$ cat src/hw/rtl/plsi_pkg.sv
package plsi_pkg;
    localparam int DefMaxParticles = 1024;
    localparam int DefMaxPairs     = 2048;
    localparam int DefDistBits     = 32;
    localparam int CmdW            = 3;
    localparam int PartW           = 10;
    localparam int PosW            = 11;
    localparam int W12             = 12;
    localparam int PcntW           = 11;
    localparam int CfgW            = 32;

    localparam logic [CmdW-1:0] CMD_OFFER = 3'd0;
    localparam logic [CmdW-1:0] CMD_BUILD = 3'd1;
    localparam logic [CmdW-1:0] CMD_RPAIR = 3'd2;
    localparam logic [CmdW-1:0] CMD_RIDX  = 3'd3;
    localparam logic [CmdW-1:0] CMD_BEGIN = 3'd4;

    localparam logic CFG_CUTOFF = 1'b0;
    localparam logic CFG_PCOUNT = 1'b1;

    // One queued command.
    typedef struct packed {
        logic [CmdW-1:0]  cmd;
        logic [63:0]      dsq;
        logic [PartW-1:0] first;
        logic [PartW-1:0] second;
        logic [PosW-1:0]  position;
        logic             in_cut;
    } plsi_op_t;
endpackage

$ cat src/hw/rtl/plsi_front.sv
module plsi_front #(
    parameter int DIST_BITS = plsi_pkg::DefDistBits
) (
    input  logic                   clk,
    input  logic                   rst_n,
    input  logic                   in_valid,
    output logic                   in_ready,
    input  logic [2:0]             cmd,
    input  logic [DIST_BITS-1:0]   dist_sq,
    input  logic [9:0]             first,
    input  logic [9:0]             second,
    input  logic [10:0]            position,
    input  logic [DIST_BITS-1:0]   cutoff,
    output logic                   q_valid,
    input  logic                   q_ready,
    output plsi_pkg::plsi_op_t     q_op
);
    import plsi_pkg::*;

    // Two-entry queue; the cutoff compare is done on entry.
    plsi_op_t   ent_reg [2];
    logic [1:0] cnt_reg, cnt_next;
    logic       rd_reg, rd_next;
    logic       wr_reg, wr_next;
    logic       push, pop;
    plsi_op_t   op_in;

    always_comb
    begin
        op_in          = '0;
        op_in.cmd      = cmd;
        op_in.dsq      = 64'(dist_sq);
        op_in.first    = first;
        op_in.second   = second;
        op_in.position = position;
        op_in.in_cut   = dist_sq < cutoff;
    end

    assign in_ready = cnt_reg != 2'd2;
    assign push     = in_valid && in_ready;
    assign q_valid  = cnt_reg != 2'd0;
    assign pop      = q_valid && q_ready;
    assign q_op     = ent_reg[rd_reg];

    always_comb
    begin
        cnt_next = cnt_reg + 2'(push) - 2'(pop);
        rd_next  = rd_reg ^ pop;
        wr_next  = wr_reg ^ push;
    end

    always_ff @(posedge clk or negedge rst_n)
    begin
        if (!rst_n)
        begin
            cnt_reg <= '0;
            rd_reg  <= 1'b0;
            wr_reg  <= 1'b0;
        end
        else
        begin
            cnt_reg <= cnt_next;
            rd_reg  <= rd_next;
            wr_reg  <= wr_next;
        end
    end

    always_ff @(posedge clk)
    begin
        if (push)
        begin
            ent_reg[wr_reg] <= op_in;
        end
    end
endmodule

$ cat config.mk
export PLATFORM = sky130hd
export DESIGN_NAME = plsi_front
export DESIGN_NICKNAME = d
export VERILOG_FILES = /design/src/hw/rtl/plsi_pkg.sv /design/src/hw/rtl/plsi_front.sv
export SDC_FILE = /design/constraint.sdc
export NUM_CORES = 1
export LEC_CHECK = 0
export BUFFER_PORTS_ARGS = -buffer_cell sky130_fd_sc_hd__clkbuf_2
export CORE_ASPECT_RATIO = 1.2
export CORE_MARGIN = 5
export CORE_UTILIZATION = 40
export DETAILED_ROUTE_END_ITERATION = 7
export GPL_ROUTABILITY_DRIVEN = 0
export PLACE_DENSITY = 0.66
export SLEW_MARGIN = 20
export SYNTH_ARGS = -nofsm -noshare
export SYNTH_HDL_FRONTEND = slang
export SYNTH_SLANG_ARGS = --single-unit
$ cat constraint.sdc
create_clock -name clk -period 6.24 [get_ports clk]
set_input_delay 0.312 -clock clk [delete_from_list [all_inputs] [get_ports clk]]
set_output_delay 0.312 -clock clk [all_outputs]
set_load 0.1 [all_outputs]
# --- Word-level counts from Yosys, hierarchy flattened ---
# Memories as Yosys holds them, arrays and structs flattened.
# Index checks and enable logic that the tools add are counted.
word_totals:
  ff_bits: 4
  ram_bits: 134
  output_inout_bits: 101
  word_cells: 15
  mem_count: 1
memory_table:
  columns: ["memory", "depth", "word_bits", "read_ports", "rd_ports_with_merged_regs", "write_ports", "line", "text"]
  rows:
  - ["ent_reg", 2, 67, 1, 0, 1, "plsi_front.sv:21", "plsi_op_t ent_reg [2];"]
op_classes:
  add_sub_neg: 2
  n_lt_le_gt_ge: 1
  n_eq_ne: 1
  n_mux: 2
  n_bitwise: 2
  reduce_logical: 3
op_table:
  columns: ["cell", "n"]
  rows:
  - ["< comparator 32 bit", 1]
  - ["adder 2 x 1 -> 2 bit", 1]
  - ["logical AND 1 bit", 2]
  - ["2-to-1 mux 1 bit", 2]
  - ["!= test 2 bit, second input constant", 1]
  - ["nonzero test 2 bit", 1]
  - ["subtractor 2 x 1 -> 2 bit", 1]
  - ["bitwise XOR 1 bit", 2]

# --- Longest topological paths before layout ---
logic_depth:
  ltp_word: 4
  ltp_mapped: 7
  ltp_nobuf: 7

# --- Least setup slack after synthesis ---
# Ideal clock, no wire load.
synth_path:
  path_type: "flip-flop to flip-flop"
  start: "reg cnt_reg[0]"
  end: "mem ent_reg[1][0] (netlist name) (enable)"
  setup_ns: 0.433
  arrival_time_ns: 3.026
  setup_slack_ns: 2.781
  stages_incl_launch_ff: 5
  path_buffers: 0
  period_less_slack_ns: 3.459
  cell_sequence: "dfrtp_1 > nand2b_1 > nand2_1 > inv_1 > ha_1"
synth_between:
  elab_chain_cells: 4
synth_rtl:
  columns: ["item", "line", "text"]
  rows:
  - ["start, declared", "plsi_front.sv:22", "logic [1:0] cnt_reg, cnt_next;"]
  - ["start signal, assigned", "plsi_front.sv:62", "cnt_reg <= cnt_next;"]
  - ["!= test 2 bit", "plsi_front.sv:39", "assign in_ready = cnt_reg != 2'd2;"]
  - ["via in_ready", "plsi_front.sv:7", "output logic in_ready,"]
  - ["logical AND 1 bit", "plsi_front.sv:40", "assign push = in_valid && in_ready;"]
  - ["2-to-1 mux 1 bit", "plsi_front.sv:70", "if (push)"]
  - ["2-to-1 mux 1 bit (not written as such)", "plsi_front.sv:72", "ent_reg[wr_reg] <= op_in;"]
  - ["end, declared", "plsi_front.sv:21", null]
# The timed path passes the listed nets, and every way through them passes these cells.

==> impl_summary.md <==
Synth
The sequential fraction of the synthesis area is 0.681. After synthesis, the netlist uses 29 different library cells. The cell count after synthesis came out at ~370. The most used flip-flop cell after synthesis is edfxtp_1. The most common cell in the synthesized netlist is edfxtp_1. The count of flip-flops with a built-in enable after synthesis is between 100 and 150. The flop and latch count out of synthesis is about 140.

Averaged over all synthesized cells, the footprint is 16.3 um^2. The total number of yosys warnings is 0. The mapped netlist covers 6060 um^2. The async set or reset register ratio after synthesis is 0.0290. In the post-synthesis netlist, the biggest area contributors are edfxtp_1 66%, mux2_2 12%, ha_1 7.2%, buf_4 4.0%, inv_1 2.2%. The share of synthesized area in the top cell type comes to 0.664. The cell taking the most area after synthesis is edfxtp_1. By count the netlist is led by 134 x edfxtp_1, 67 x mux2_2, 36 x inv_1.

Setup path
The data required time at the worst endpoint is 5.93 ns. The nature of the critical path startpoint is a flip-flop. The endpoint identified for the worst register-to-register timing path is ent_reg[0][7]$_DFFE_PP_. The endpoint class of the critical path is a primary output. Across all register-to-register paths, the minimum setup slack is around 4.3 ns.

Data arrives at the worst endpoint at ~2.6 ns. The highest net fanout along the worst path is 43. The critical path start-end classification is flip-flop to primary output. The startpoint identified for the worst register-to-register timing path is cnt_reg[1]$_DFF_PN0_.

The number of cells on the worst reg-to-reg path is 4.

Drt
The wire length reported by the detailed router is 12,000 um. The routed via count is approximately 3.5k. For this run, design rule violations remaining after detail routing come to 0.

The residual antenna-violating net count after detailed routing is 0. After the first detailed-routing iteration, the DRC count stood at about 160. Before antenna repair, the detailed router went through 4 iterations.

After detailed routing, the average wire length per cell comes to 15.6 um. The ratio of routed vias to standard cells is 4.60.

Die
The starting utilization of the core area is 0.405. In this run the standard cell core region covers 15,000 um^2. The initialized floorplan defines slightly below 50 standard-cell rows. The die covers approximately 18,000 um^2.

The floorplan step set the die width to roughly 120 um. The number of top-level pins is just over 200. The die is approximately 140 um tall.

STA
Dividing the final minimum period by the clock period gives 0.462. The worst pin sits at a relative slew slack of 0.350. Setup repair after global routing left no endpoint under its margin.

The worst path needs 2.88 ns of the cycle, external delays included. Setup violations remaining at the end of the flow were counted as 0. For the final database, setup skew stands at ~0.0071 ns. The final hold violation count was 0. At the pin with the least slew margin, the transition time is between 0.9 and 1 ns. Based on the critical path, the design can be clocked at up to around 350 MHz. The final max-slew violation count came to 0. In the final timing run, aggregate negative setup slack is 0 ns.

Clock network
The TritonCTS clock tree is done. The clock net in this run drives a total of 138 sinks. The number of buffers inserted for hold repair after clock tree synthesis is 1. TritonCTS created 17 clock buffers. The root cell of the clock tree is clkbuf_16.

Counting along the longest clock path gives a buffer depth of 2. The CTS clock-pin slew for the worst setup and hold paths is about 0.060 ns. After clock tree synthesis, the setup repair step added 0 buffers.

Once the clock tree was built, the resizer swapped 0 gates to a different size. The clock tree synthesis step divided the H-tree into 4 levels. The clock latency of the later-clocked register in the worst-skew pair is approximately 0.41 ns.

Outcome
The run finished with clean final reports.

Run
The max-cap violation count is 0.

Global routing
The total overflow left after global routing is 0. The via count of the first global-routing pass is between 3k and 4k. The first global-routing pass estimated roughly 19,000 um of wire. The number of antenna violations at the first check in global routing is 1. The overall routing resource usage is 0.140. Entering global routing, the biggest net connects slightly below 70 pins.

Place
The total half-perimeter wirelength after legalization and detailed placement is ~8700 um. The count of input and output buffers is 170.

Cells and area
The antenna diode instance count is 0. The number of flip-flops in the largest register is between 100 and 150. The number of fill cells is around 1.3k. Of the cells placed in the final design, the portion with a size suffix greater than 1 is 0.483. The post-synthesis to final-layout area growth is 26.9%. In the final design database the tool counted about 690 nets.

Worst hold path
The worst hold path begins at position[2]. Along the worst hold path, the cell count comes to 1. The path type of the worst min-delay path is primary input to flip-flop. The sink of the worst hold path is ent_reg[1][3]$_DFFE_PP_.
==> worst max-delay path: stages (launching register included) <==
cell and delay (ns):
dfrtp_2 0.74, buf_4 0.58, mux2_2 0.43, clkbuf_2 0.38
==> routing by layer <==
layer	wire length, um	vias up	track usage
met5	13	-	0
met4	173	2	0.0525
met3	1050	17	0.0556
met2	5960	163	0.241
met1	4800	1680	0.156
li1	-	1687	-
==> logic make-up after synthesis <==
| logic type | Yosys count | synth area share |
|---|---|---|
| buf+inv | 76 | 0.0684 |
| mux | 67 | 0.125 |
| fa+ha+maj | 35 | 0.0723 |
| compound gates | 26 | 0.0269 |
| other cells | 1 | 0.000619 |
| xor+xnor | 3 | 0.00434 |
| flops | 138 | 0.681 |
| simple gates | 26 | 0.0219 |
==> worst max path at each step <==
stage	startpoint	cells after the start	end	slack [ns]
floorplan	cnt_reg[0]$_DFF_PN0_	4	ent_reg[1][0]$_DFFE_PP_	2.78
global placement	rd_reg$_DFF_PN0_	3	q_op[35]	3.77
detailed placement	rd_reg$_DFF_PN0_	3	q_op[35]	3.72
CTS	rd_reg$_DFF_PN0_	3	q_op[35]	3.26
global route	rd_reg$_DFF_PN0_	3	q_op[35]	3.17
finish	rd_reg$_DFF_PN0_	3	q_op[35]	3.36
==> cells in the final DEF (no fill, tap or decap) <==
cell and instances:
dfrtp_2 1, nand3_1 2, clkbuf_2 170, bufinv_16 4, o21ai_0 5, xor2_1 1, a21o_1 2, and2_1 1
o2bb2ai_1 1, clkbuf_16 17, clkinvlp_4 1, edfxtp_1 134, inv_6 2, nor2_1 3, mux2_2 67, buf_4 1
ha_4 2, a21oi_1 12, nor3_1 1, or2_2 1, or4_1 1, o211ai_2 1, nand2_1 11, o21a_1 2
inv_1 36, and4_1 3, clkinv_4 5, dfrtp_1 3, nand2b_1 1, dlygate4sd3_1 1, xnor2_1 2, ha_1 33
clkbuf_1 1, conb_1 32, a221oi_1 2, nand4_1 2, a2bb2oi_1 1, inv_8 2
==> cell type report <==
cell class / count / area [um^2] / share of cell area
Timing Repair Buffer: 172 / 868 / 0.113
Clock buffer: 18 / 429 / 0.0559
Clock inverter: 14 / 211 / 0.0275
Multi-Input combinational cell: 189 / 1660 / 0.216
Sequential cell: 138 / 4130 / 0.537
Inverter: 36 / 135 / 0.0176
Tap cell: 204 / 255 / 0.0332
==> through the flow <==
step / utilization / worst slack (ns) / area, um^2 / hold WS, ns / cells
after floorplan: - / 2.78 / 6170 / 0.0164 / 403
after global placement: 0.470 / 3.77 / 7030 / 0.124 / 738
after detailed placement: 0.470 / 3.72 / 7030 / 0.127 / 738
after CTS: 0.514 / 3.26 / 7680 / 0.0633 / 771
after global routing: 0.514 / 3.17 / 7680 / 0.0598 / 771
final: 0.514 / 3.36 / 7680 / 0.0865 / 771
Power is left out: the tool's default activity adds up to more than one toggle a clock period on the data nets, which glitch-free logic cannot reach.
